<file path="src/rtl/core/clns_pkg.sv">
`timescale 1ns / 1ps

package clns_pkg;

   // Input word: one request to the sequencer.
   typedef struct packed {
      logic [1:0] cmd;
      logic [7:0] char_code;
      logic       is_data;
      logic [6:0] delay_units;
      logic [4:0] cell_index;
   } req_type;

   // Result word: pin levels and cached state after one request.
   typedef struct packed {
      logic       accepted;
      logic       rs_pin;
      logic       en_pin;
      logic [3:0] data_pins;
      logic [9:0] queue_count;
      logic       cursor_line;
      logic [7:0] cursor_column;
      logic [7:0] cell_char;
   } rsp_type;

   // Microcode steps. The four request handlers sit in consecutive slots
   // starting at S_QUEUE so that the dispatch step can jump on base plus cmd.
   typedef enum logic [2:0] {
      S_IDLE      = 3'd0,
      S_DISPATCH  = 3'd1,
      S_QUEUE     = 3'd2,
      S_TICK_RD   = 3'd3,
      S_CELL      = 3'd4,
      S_REPORT    = 3'd5,
      S_TICK_EXEC = 3'd6
   } step_type;

   // Datapath operation selected by a control word.
   typedef enum logic [2:0] {
      OP_NONE,
      OP_QUEUE,
      OP_READ,
      OP_TICK,
      OP_CELL,
      OP_REPORT
   } op_type;

   // Jump condition of a control word.
   typedef enum logic [1:0] {
      COND_ALWAYS,
      COND_START,
      COND_EMPTY,
      COND_CMD
   } cond_type;

   typedef struct packed {
      op_type   op;
      cond_type cond;
      step_type target_t;
      step_type target_f;
   } ucode_type;

   // Sequencer to datapath.
   typedef struct packed {
      op_type op;
      logic   load;
   } ctrl_type;

   // Datapath to sequencer.
   typedef struct packed {
      logic       empty;
      logic [1:0] cmd;
   } status_type;

   // Phases of one byte on the bus.
   localparam logic [2:0] PH_HIGH      = 3'd0;
   localparam logic [2:0] PH_EN_HIGH_A = 3'd1;
   localparam logic [2:0] PH_EN_LOW_A  = 3'd2;
   localparam logic [2:0] PH_LOW       = 3'd3;
   localparam logic [2:0] PH_EN_HIGH_B = 3'd4;
   localparam logic [2:0] PH_LATCH     = 3'd5;
   localparam logic [2:0] PH_WAIT      = 3'd6;

   // LCD command bytes tracked by the cache.
   localparam logic [7:0] LCD_CLEAR       = 8'h01;
   localparam logic [7:0] LCD_SHIFT_RIGHT = 8'h14;
   localparam logic [7:0] LCD_SHIFT_LEFT  = 8'h10;
   localparam logic [7:0] LCD_LINE0       = 8'h80;
   localparam logic [7:0] LCD_LINE1       = 8'hC0;

   localparam logic [7:0] COLUMN_LIMIT = 8'd16;
   localparam int         CACHE_CELLS  = 32;
   localparam logic [6:0] FORCED_DELAY = 7'd1;
   localparam logic [7:0] SCALE_RESET  = 8'd1;

   // Control store: one word per step.
   function automatic ucode_type ucode_rom(input step_type step);
      ucode_type uw;
      case (step)
         S_IDLE: begin
            uw = '{op: OP_NONE, cond: COND_START, target_t: S_DISPATCH, target_f: S_IDLE};
         end
         S_DISPATCH: begin
            uw = '{op: OP_NONE, cond: COND_CMD, target_t: S_QUEUE, target_f: S_REPORT};
         end
         S_QUEUE: begin
            uw = '{op: OP_QUEUE, cond: COND_ALWAYS, target_t: S_REPORT, target_f: S_REPORT};
         end
         S_TICK_RD: begin
            uw = '{op: OP_READ, cond: COND_EMPTY, target_t: S_REPORT, target_f: S_TICK_EXEC};
         end
         S_TICK_EXEC: begin
            uw = '{op: OP_TICK, cond: COND_ALWAYS, target_t: S_REPORT, target_f: S_REPORT};
         end
         S_CELL: begin
            uw = '{op: OP_CELL, cond: COND_ALWAYS, target_t: S_REPORT, target_f: S_REPORT};
         end
         S_REPORT: begin
            uw = '{op: OP_REPORT, cond: COND_ALWAYS, target_t: S_IDLE, target_f: S_IDLE};
         end
         default: begin
            uw = '{op: OP_NONE, cond: COND_ALWAYS, target_t: S_IDLE, target_f: S_IDLE};
         end
      endcase
      return uw;
   endfunction

endpackage

</file>
<file path="src/rtl/core/clns_sequencer.sv">
`timescale 1ns / 1ps

module clns_sequencer
   import clns_pkg::*;
(
   input  logic       clock,
   input  logic       reset,
   input  logic       start,
   output logic       busy,
   input  status_type status,
   output ctrl_type   ctrl
);

   step_type  step_ff;
   step_type  step_in;
   ucode_type uw;

   assign uw = ucode_rom(step_ff);

   // Next step from the jump condition of the current control word.
   always_comb begin
      case (uw.cond)
         COND_ALWAYS: begin
            step_in = uw.target_t;
         end
         COND_START: begin
            step_in = start ? uw.target_t : uw.target_f;
         end
         COND_EMPTY: begin
            step_in = status.empty ? uw.target_t : uw.target_f;
         end
         COND_CMD: begin
            // Jump table: handler base plus the request code.
            step_in = step_type'(3'(uw.target_t) + {1'b0, status.cmd});
         end
         default: begin
            step_in = uw.target_f;
         end
      endcase
   end

   // Control outputs to the datapath.
   always_comb begin
      ctrl.op   = uw.op;
      ctrl.load = (uw.cond == COND_START) && start;
      busy      = (step_ff != S_IDLE);
   end

   always_ff @(posedge clock) begin
      if (reset) begin
         step_ff <= S_IDLE;
      end else begin
         step_ff <= step_in;
      end
   end

endmodule

</file>
<file path="config.mk">
export PLATFORM = sky130hd
export DESIGN_NAME = clns_sequencer
export DESIGN_NICKNAME = d
export VERILOG_FILES = /design/src/rtl/core/clns_pkg.sv /design/src/rtl/core/clns_sequencer.sv
export SDC_FILE = /design/constraint.sdc
export NUM_CORES = 1
export LEC_CHECK = 0
export ABC_AREA = 1
export ABC_CLOCK_PERIOD_IN_PS = 4500
export BUFFER_PORTS_ARGS = -buffer_cell sky130_fd_sc_hd__buf_2
export CAP_MARGIN = 10
export CORE_AREA = 5 5 42 44
export CTS_BUF_LIST = sky130_fd_sc_hd__clkbuf_8 sky130_fd_sc_hd__clkbuf_16
export DETAILED_ROUTE_END_ITERATION = 8
export DIE_AREA = 0 0 47 49
export HOLD_SLACK_MARGIN = 0.15
export SYNTH_ARGS = -nofsm -noshare
export SYNTH_HDL_FRONTEND = slang
export SYNTH_SLANG_ARGS = --single-unit
</file>
<file path="constraint.sdc">
create_clock -name clock -period 4.5 [get_ports clock]
set_input_delay 0.45 -clock clock [delete_from_list [all_inputs] [get_ports clock]]
set_output_delay 0.45 -clock clock [all_outputs]
set_load 0.01 [all_outputs]
</file>
==> results.json, run 1 <==
{
  "synth-edff-count": 0,
  "synth_seq_area_share": 0.211,
  "syn_to_final_growth_pct": 36.6,
  "port_buffers": 10,
  "htreeDepth": 1,
  "wirelength_um": 558,
  "wl_per_cell_um": 7.86,
  "grt_pass1_vias": 247,
  "dp_hpwl_um": 478,
  "initial_utilization": 0.203,
  "critPathLaunchType": "flip-flop",
  "fmax_ghz": 0.605,
  "utilization": 0.277,
  "gr-total-overflow": 0,
  "hold_buffers": 0,
  "ant_nets": 0,
  "largest_register_ffs": 3,
  "die_area_um2": 2300,
  "drcViolationCount": 0,
  "seqCellArea_um2": 60.1,
  "tns_ps": 0,
  "yosys_warnings": 0,
  "endpoint_kind": "flip-flop",
  "hold_viol": 0,
  "cts_buffers": 3,
  "cts_buffer_depth": 2,
  "post-cts-setup-buffer-count": 0,
  "reg.largest.list": "step_ff (3)",
  "cts_root_buf": "clkbuf_8",
  "synth_nets": 50,
  "multi_input_area_um2": 164,
  "reg2reg_depth": 7,
  "whs_path_depth": 2,
  "finalSetupViolations": 0,
  "worst_pin_slew_ps": 422,
  "final_cell_area_um2": 388,
  "grt_pass1_wl_um": 986,
  "cp_max_fo": 8,
  "ys_ff_latch": 3,
  "nFillCells": 165,
  "grt_max_degree": 9,
  "max_stage_delay_ps": 570,
  "firstDrtPassIters": 1,
  "gp_congestion": 0.697,
  "drive_gt1_frac": 0.382,
  "status": "completed",
  "syn_area_um2": 284,
  "power.density_nw_per_um2": 622,
  "cts_tree": "yes",
  "syn_area_per_cell_um2": 6.76,
  "arrival_ps": 1800,
  "vdd_drop_max_mv": 0.202,
  "cp_slowest_cell": "dfxtp_1",
  "rsz0062_at_grt": "false",
  "grt_use_total": 0.0613,
  "die_h_um": 49,
  "total_leakage_power_nw": 0.207,
  "fin_ws_ps": 2850,
  "slew_headroom": 0.718,
  "synth_flop_cell": "dfxtp_1",
  "post_cts_resized": 0,
  "timing.hold.ws_ps": 442,
  "drtIter0Drc": 0,
  "antenna_found_initial": 0,
  "rows": 14,
  "synthCells": 42,
  "hold_path_class": "input pin to flip-flop",
  "pre_cts_slack_ps": 2830,
  "antennaDiodeCount": 0,
  "worstPathRequired_ps": 4650,
  "core_area_um2": 1400,
  "clock_latency_ps": 220,
  "fin_nets": 64,
  "fin_worst_skew_ps": 2.28,
  "fin_crit_sh": 0.367,
  "cap_violations": 0,
  "vias": 273,
  "crit_type": "flip-flop to flip-flop",
  "place_area_um2": 343,
  "vias_per_cell": 3.85,
  "crit_path_cell_trace": "o21ai_1 -> ha_1 -> inv_1 -> fa_1 -> inv_1 -> nand2_2 -> a21oi_2",
  "maxSlewViolCount": 0,
  "dieWidth_um": 47,
  "cpMostUsedCell": "inv_1",
  "synth_cell_types": 19,
  "cts_sinks": 3,
  "period_needed_ps": 1650,
  "top_register": "step_ff",
  "cts.clk_slew.worst_paths_ps": 30,
  "async_flop_share": 0,
  "pin_count": 11
}
## cells in the final DEF (no fill, tap or decap)
| cell | instances |
|---|---|
| nand4_1 | 1 |
| nor2_2 | 2 |
| nand3_2 | 1 |
| nor2_4 | 1 |
| nor2_1 | 5 |
| inv_2 | 1 |
| clkinv_1 | 1 |
| a21oi_2 | 1 |
| nor3_1 | 2 |
| nand2_2 | 1 |
| dfxtp_1 | 3 |
| nand2_1 | 6 |
| inv_1 | 9 |
| clkbuf_8 | 3 |
| nand3_1 | 3 |
| ha_1 | 1 |
| o21ai_1 | 2 |
| inv_8 | 1 |
| buf_2 | 10 |
| fa_1 | 1 |
## stage by stage
stage / total power (W) / instances
2_1_floorplan: 0.000144 / 42
3_3_place_gp: 0.000168 / 67
3_5_place_dp: 0.000170 / 67
4_1_cts: 0.000249 / 71
5_1_grt: 0.000271 / 71
6_report: 0.000241 / 71
## layer usage
layer,GRT usage,wire length [um],share of wire
met3,0.0517,82,0.15
met2,0.0814,249,0.45
met4,0.0276,0,0
met1,0.0681,227,0.41
met5,0,0,0
## area by class of cell
| cell class | count | area share |
|---|---|---|
| clock buffers | 3 | 0.106 |
| clock inverters | 1 | 0.00968 |
| inverters | 11 | 0.126 |
| multi-input cells | 27 | 0.423 |
| flip-flops and latches | 3 | 0.155 |
| well taps | 16 | 0.0516 |
| repair buffers | 10 | 0.129 |
## kinds of logic (layout without fill, tap and decap cells)
logic type,after synthesis,in the layout,share of synthesized area
and+or+nand+nor,22,22,0.396
buffers and inverters,12,25,0.211
DFF,3,3,0.211
AOI/OAI and AO/OA,3,3,0.0661
adders and majority gates,2,2,0.115
## worst max-delay path: cells and delay by family (launching register included)
family / cells / cell delay, ps
buffers and inverters: 2 / 140
DFF: 1 / 570
adders and majority gates: 2 / 600
AOI/OAI and AO/OA: 2 / 230
and+or+nand+nor: 1 / 60
## worst paths after layout
kind           endpoint        from  slack [ps]
max          step_ff[1]  step_ff[0]        2850
min          step_ff[1]       reset         440
max reg2reg  step_ff[1]  step_ff[0]        2850
min reg2reg  step_ff[1]  step_ff[1]         600
## synthesized netlist by cell type (2+ instances only)
cell / n / area [um^2]
inv_1: 8 / 30.0
nand2_1: 6 / 22.5
nor2_1: 5 / 18.8
dfxtp_1: 3 / 60.1
nand3_1: 3 / 15.0
nor2_2: 2 / 12.5
nor3_1: 2 / 10.0
o21ai_1: 2 / 10.0
## where the power goes
part | switching [W] | leakage, nW | internal [W]
Combinational | 0.0000638 | 0.155 | 0.0000458
Sequential | 0.0000208 | 0.0246 | 0.0000356
Clock | 0.0000173 | 0.0269 | 0.0000580
Total | 0.000102 | 0.207 | 0.000139
Power figures use the tool's default switching activity.
==> run 2: changes to the inputs <==
ABC_AREA = 0   (was 1)
ABC_CLOCK_PERIOD_IN_PS = 1400   (was 4500)
clock period = 1.4 ns   (was 4.5 ns; I/O delays follow)
==> run 2 against run 1 <==
  * First-iteration DRC count increased by 2
  * The run now ends with setup timing left
  * Routed wire length rose by 26%
  * Critical path depth did not move
  * Design area grew 29%
==> results.json, run 2 <==
{
  "status": "complete, but fails checks",
  "violations": "setup timing",
  "pin_count": 11,
  "rrSetupSlack_ps": -90,
  "pre_cts_slack_ps": -106,
  "cap_violations": 0,
  "htreeDepth": 1,
  "fin_crit_sh": 1.07,
  "worstPathRequired_ps": 1510,
  "hold_viol": 0,
  "final_cell_area_um2": 499,
  "initial_utilization": 0.180,
  "fin_ws_ps": -92.3,
  "gp_congestion": 0.716,
  "port_buffers": 10,
  "r2r-end": "step_ff[1]",
  "reg.largest.list": "step_ff (3)",
  "endpoint_kind": "flip-flop",
  "cts_buffer_depth": 2,
  "cts_tree": "yes",
  "synth.top_cells.by_count": "inv_1, dfxtp_1, nor2_1, mux2i_1",
  "synth_nets": 36,
  "cp_slowest_cell": "fa_1",
  "dp_hpwl_um": 502,
  "vias": 270,
  "rsz0062_at_grt": "true",
  "critPathBufInv": 2,
  "cts_root_buf": "clkbuf_8",
  "arrival_ps": 1600,
  "reg2reg_depth": 7,
  "hold_buffers": 0,
  "whs_path_depth": 3,
  "synth_top_area_share": 0.238,
  "largest_register_ffs": 3,
  "total_leakage_power_nw": 0.252,
  "power.density_nw_per_um2": 1590,
  "clock_latency_ps": 220,
  "fin_nets": 61,
  "synthCells": 28,
  "setup.worst_path.start": "step_ff[1]",
  "cts_buffers": 3,
  "synth-edff-count": 0,
  "firstDrtPassIters": 2,
  "antennaDiodeCount": 0,
  "r2r_start": "step_ff[1]",
  "cpMostUsedCell": "inv_2",
  "synth_cell_types": 20,
  "yosys_warnings": 0,
  "cts_sinks": 3,
  "critPathLaunchType": "flip-flop",
  "layout_common_cells": "buf_4, buf_2, buf_6",
  "vdd_drop_max_mv": 0.953,
  "core_area_um2": 1400,
  "syn_area_per_cell_um2": 9.03,
  "dieWidth_um": 47,
  "die_h_um": 49,
  "grt_max_degree": 5,
  "wl_per_cell_um": 10.4,
  "synth_most_common_cell": "inv_1",
  "crit_path_cell_trace": "inv_2 -> o21ai_2 -> ha_2 -> inv_2 -> fa_1 -> mux2i_1 -> and3_1",
  "cts.clk_slew.worst_paths_ps": 40,
  "finalSetupViolations": 2,
  "rows": 14,
  "syn_area_um2": 253,
  "syn_to_final_growth_pct": 97.5,
  "synth_seq_area_share": 0.238,
  "die_area_um2": 2300,
  "cp_max_fo": 3,
  "crit_end": "step_ff[1]",
  "nFillCells": 153,
  "ys_ff_latch": 3,
  "gr-total-overflow": 0,
  "async_flop_share": 0,
  "hold_path_class": "input pin to flip-flop",
  "drive_gt1_frac": 0.788,
  "wirelength_um": 704,
  "grt_use_total": 0.0662,
  "slew_headroom": 0.874,
  "worst_pin_slew_ps": 183,
  "maxSlewViolCount": 0,
  "fin_worst_skew_ps": 6.00,
  "drcViolationCount": 0,
  "final_common_cell": "buf_4",
  "grt_pass1_vias": 275,
  "vias_per_cell": 3.97,
  "synth.area.top_cells": "dfxtp_1, fa_1, mux2i_1, inv_1, a211oi_2",
  "critPathTopFamily": "adder cells",
  "synth_flop_cell": "dfxtp_1",
  "ant_nets": 0,
  "crit_type": "flip-flop to flip-flop",
  "fmax_ghz": 0.670,
  "grt_pass1_wl_um": 1110,
  "max_stage_delay_ps": 470,
  "top_register": "step_ff",
  "period_needed_ps": 1490,
  "yosys.area.top_type": "dfxtp_1",
  "antenna_found_initial": 0,
  "cp_num_cells": 7,
  "place_area_um2": 375,
  "drtIter0Drc": 2
}
-- run 2: changes by cell type after synthesis, moves of 2 or more --
cell	change
nand2_1	-5
inv_1	-4
nand3_1	-3
mux2i_1	+2
nor2_1	-2
nor3_1	-2
o21ai_1	-2
-- run 2: timing repair --
action	4_1_cts	5_1_grt
endpoints found under the setup margin	5	5
buffers inserted	3	0
cloned	0	0
gates resized for setup	11	6
pin swaps	4	3
-- run 2: layout make-up --
class                      instances  area [um^2]  share of cell area
clock buffer                       3         41.3              0.0827
clock inverter                     1         3.75             0.00752
inverter                           4         15.0              0.0301
tap                               16         20.0              0.0401
sequential                         3         68.8               0.138
multi-input combinational         20          198               0.396
timing repair buffer              21          153               0.306
-- run 2: how the worst min path moves through the flow --
stage / slack, ps / end / from
floorplan: 300 / step_ff[0] / reset
global placement: 410 / step_ff[0] / reset
detailed placement: 410 / step_ff[0] / reset
CTS: 180 / step_ff[0] / reset
global route: 210 / step_ff[2] / reset
finish: 200 / step_ff[0] / reset
-- run 2: through the flow --
| step | cells | hold WS (ps) | utilization | setup TNS, ps | total power [W] |
|---|---|---|---|---|---|
| 3_5_place_dp | 61 | 408 | 0.268 | -126 | 0.000432 |
| 2_1_floorplan | 28 | 301 | - | -72.1 | 0.000307 |
| 6_report | 68 | 197 | 0.356 | -127 | 0.000793 |
| 3_3_place_gp | 61 | 412 | 0.268 | -88.9 | 0.000424 |
| 5_1_grt | 68 | 211 | 0.356 | -238 | 0.000844 |
| 4_1_cts | 68 | 183 | 0.338 | -134 | 0.000753 |
-- run 2: per-layer routing --
| layer | global-route usage | up-vias | wire length, um |
|---|---|---|---|
| li1 | - | 140 | - |
| met1 | 0.0793 | 120 | 290 |
| met2 | 0.0973 | 10 | 348 |
| met3 | 0.0554 | 0 | 64 |
| met4 | 0 | 0 | 0 |
| met5 | 0 | - | 0 |
-- run 2: cell families (layout without fill, tap and decap cells) --
logic type	count (synthesis)	count (layout)	synth area share
AOI/OAI and AO/OA	4	4	0.124
xor gates and xnor gates	1	1	0.0347
adders and majority gates	2	2	0.129
buffers and inverters	5	29	0.104
DFF	3	3	0.238
muxes	3	3	0.124
and+or+nand+nor	10	10	0.248
-- run 2: worst register-to-register path, stage by stage (launching register included) --
cell     delay [ps]
dfxtp_4         340
inv_2            40
o21ai_2         100
ha_2            180
inv_2            40
fa_1            470
mux2i_1          60
and3_1          160
-- run 2: power breakdown --
group / leakage, nW / internal [W] / switching [W] / total [W]
Clock: 0.0269 / 0.000187 / 0.0000609 / 0.000248
Sequential: 0.0264 / 0.000111 / 0.0000232 / 0.000134
Combinational: 0.199 / 0.000246 / 0.000165 / 0.000411
Total: 0.252 / 0.000544 / 0.000249 / 0.000793
==> run 3: changes to the inputs <==
--- a/config.mk
+++ b/config.mk
@@ -7,5 +7,5 @@
 export LEC_CHECK = 0
 export ABC_AREA = 0
-export ABC_CLOCK_PERIOD_IN_PS = 1400
+export ABC_CLOCK_PERIOD_IN_PS = 1800
 export BUFFER_PORTS_ARGS = -buffer_cell sky130_fd_sc_hd__buf_2
 export CAP_MARGIN = 10
==> constraint.sdc (replaced) <==
create_clock -name clock -period 1.8 [get_ports clock]
set_input_delay 0.36 -clock clock [delete_from_list [all_inputs] [get_ports clock]]
set_output_delay 0.36 -clock clock [all_outputs]
set_load 0.01 [all_outputs]
==> run 3 against run 2 <==
  * The run now ends clean
  * Sequential cell count unchanged
  * Combinational power fell by 51%
  * Global-route usage down 0.21 points
  * Worst setup slack gained 270 ps
  * Design area down 24%
  * Clock power decreased by 23%
==> results.json, run 3 (synthesized netlist as in run 2, its figures left out) <==
{
  "timing.hold.ws_ps": 409,
  "cp_num_cells": 6,
  "antenna_found_initial": 0,
  "fmax_ghz": 0.617,
  "arrival_ps": 1780,
  "finalSetupViolations": 0,
  "grt_max_degree": 10,
  "use_met3": 0.0443,
  "gr-total-overflow": 0,
  "cap_violations": 0,
  "post-cts-setup-buffer-count": 0,
  "rows": 14,
  "critPathBufInv": 1,
  "total_power_w": 0.000487,
  "fin_nets": 53,
  "cp_slowest_cell": "dfxtp_1",
  "htreeDepth": 1,
  "cts_root_buf": "clkbuf_8",
  "clock_latency_ps": 220,
  "vias": 236,
  "pin_count": 11,
  "initial_utilization": 0.180,
  "met2_usage": 0.0860,
  "layout_common_cells": "buf_2, inv_1",
  "maxSlewViolCount": 0,
  "die_area_um2": 2300,
  "hold_path_class": "input pin to flip-flop",
  "cp_max_fo": 7,
  "wirelength_um": 571,
  "critPathLaunchType": "flip-flop",
  "max_stage_delay_ps": 440,
  "cts_buffer_depth": 2,
  "rsz0062_at_grt": "false",
  "wl_per_cell_um": 9.52,
  "drtIter0Drc": 1,
  "vdd_drop_max_mv": 0.459,
  "nFillCells": 162,
  "dp_cells": 56,
  "dp_hpwl_um": 447,
  "reg.largest.list": "step_ff (3)",
  "worst_pin_slew_ps": 241,
  "grt_use_total": 0.0641,
  "grt_pass1_wl_um": 986,
  "cts_sinks": 3,
  "critPathTopFamily": "adder cells",
  "place_area_um2": 334,
  "core_area_um2": 1400,
  "endpoint_kind": "flip-flop",
  "drive_gt1_frac": 0.500,
  "final_cell_area_um2": 379,
  "tns_ps": 0,
  "instances_no_fill": 60,
  "ant_nets": 0,
  "vias_per_cell": 3.93,
  "port_buffers": 10,
  "status": "completed",
  "crit_type": "flip-flop to flip-flop",
  "fin_crit_sh": 0.900,
  "worstPathRequired_ps": 1960,
  "largest_register_ffs": 3,
  "drcViolationCount": 0,
  "hold_viol": 0,
  "met1_usage": 0.0705,
  "gp_congestion": 0.725,
  "total_leakage_power_nw": 0.194,
  "slew_headroom": 0.839,
  "dieWidth_um": 47,
  "cts_tree": "yes",
  "final_common_cell": "buf_2",
  "gr-max-usage-layer": "met2",
  "power.density_nw_per_um2": 1280,
  "fin_worst_skew_ps": 1.76,
  "post_cts_resized": 0,
  "top_register": "step_ff",
  "cts_buffers": 3,
  "antennaDiodeCount": 0,
  "period_needed_ps": 1620,
  "whs_path_depth": 3,
  "reg2reg_depth": 6,
  "firstDrtPassIters": 3,
  "hold_buffers": 0,
  "crit_path_cell_trace": "o21ai_0 -> ha_1 -> inv_1 -> fa_1 -> mux2i_1 -> and3_1",
  "die_h_um": 49,
  "syn_to_final_growth_pct": 50.0,
  "grt_pass1_vias": 234,
  "cts.clk_slew.worst_paths_ps": 30
}
==> run 3: cell types whose count changed in the layout (fill, tap and decap cells not counted), moves of 2 or more <==
| cell | delta |
|---|---|
| dfxtp_4 | -2 |
| buf_2 | +2 |
| inv_1 | +2 |
| inv_2 | -2 |
| dfxtp_1 | +3 |
| buf_6 | -4 |
| buf_4 | -6 |
==> run 3: layout make-up <==
| class | count | area (um^2) | share of cell area |
|---|---|---|---|
| well taps | 16 | 20.0 | 0.0528 |
| multi-input cells | 20 | 166 | 0.439 |
| flip-flops and latches | 3 | 60.1 | 0.158 |
| clock buffers | 3 | 41.3 | 0.109 |
| clock inverters | 1 | 3.75 | 0.00990 |
| inverters | 4 | 15.0 | 0.0396 |
| repair buffers | 13 | 72.6 | 0.191 |
==> run 3: stage by stage <==
step                utilization  setup slack [ps]
floorplan                     -               206
global placement          0.238               232
detailed placement        0.238               190
CTS                       0.271               155
global route              0.271              32.6
finish                    0.271               179
==> run 3: worst paths after layout <==
check        startpoint  slack (ps)         end
max          step_ff[2]         180  step_ff[1]
min               reset         410  step_ff[0]
max reg2reg  step_ff[2]         180  step_ff[1]
min reg2reg  step_ff[0]         630  step_ff[2]
==> run 3: worst min-delay path: cells and delay by family <==
family          cells  cell delay (ps)
buf+inv             1               90
compound gates      2              130
==> run 3: metal layers <==
metal / wire length, um / part of all wire
met1: 242 / 0.42
met2: 270 / 0.47
met3: 58 / 0.10
met4: 0 / 0
met5: 0 / 0
==> run 3: report_power, final <==
| group | switching [W] | total (W) | internal, W |
|---|---|---|---|
| registers | 0.0000137 | 0.0000952 | 0.0000815 |
| logic | 0.0000956 | 0.000202 | 0.000106 |
| clock network | 0.0000450 | 0.000190 | 0.000145 |
| total | 0.000154 | 0.000487 | 0.000333 |
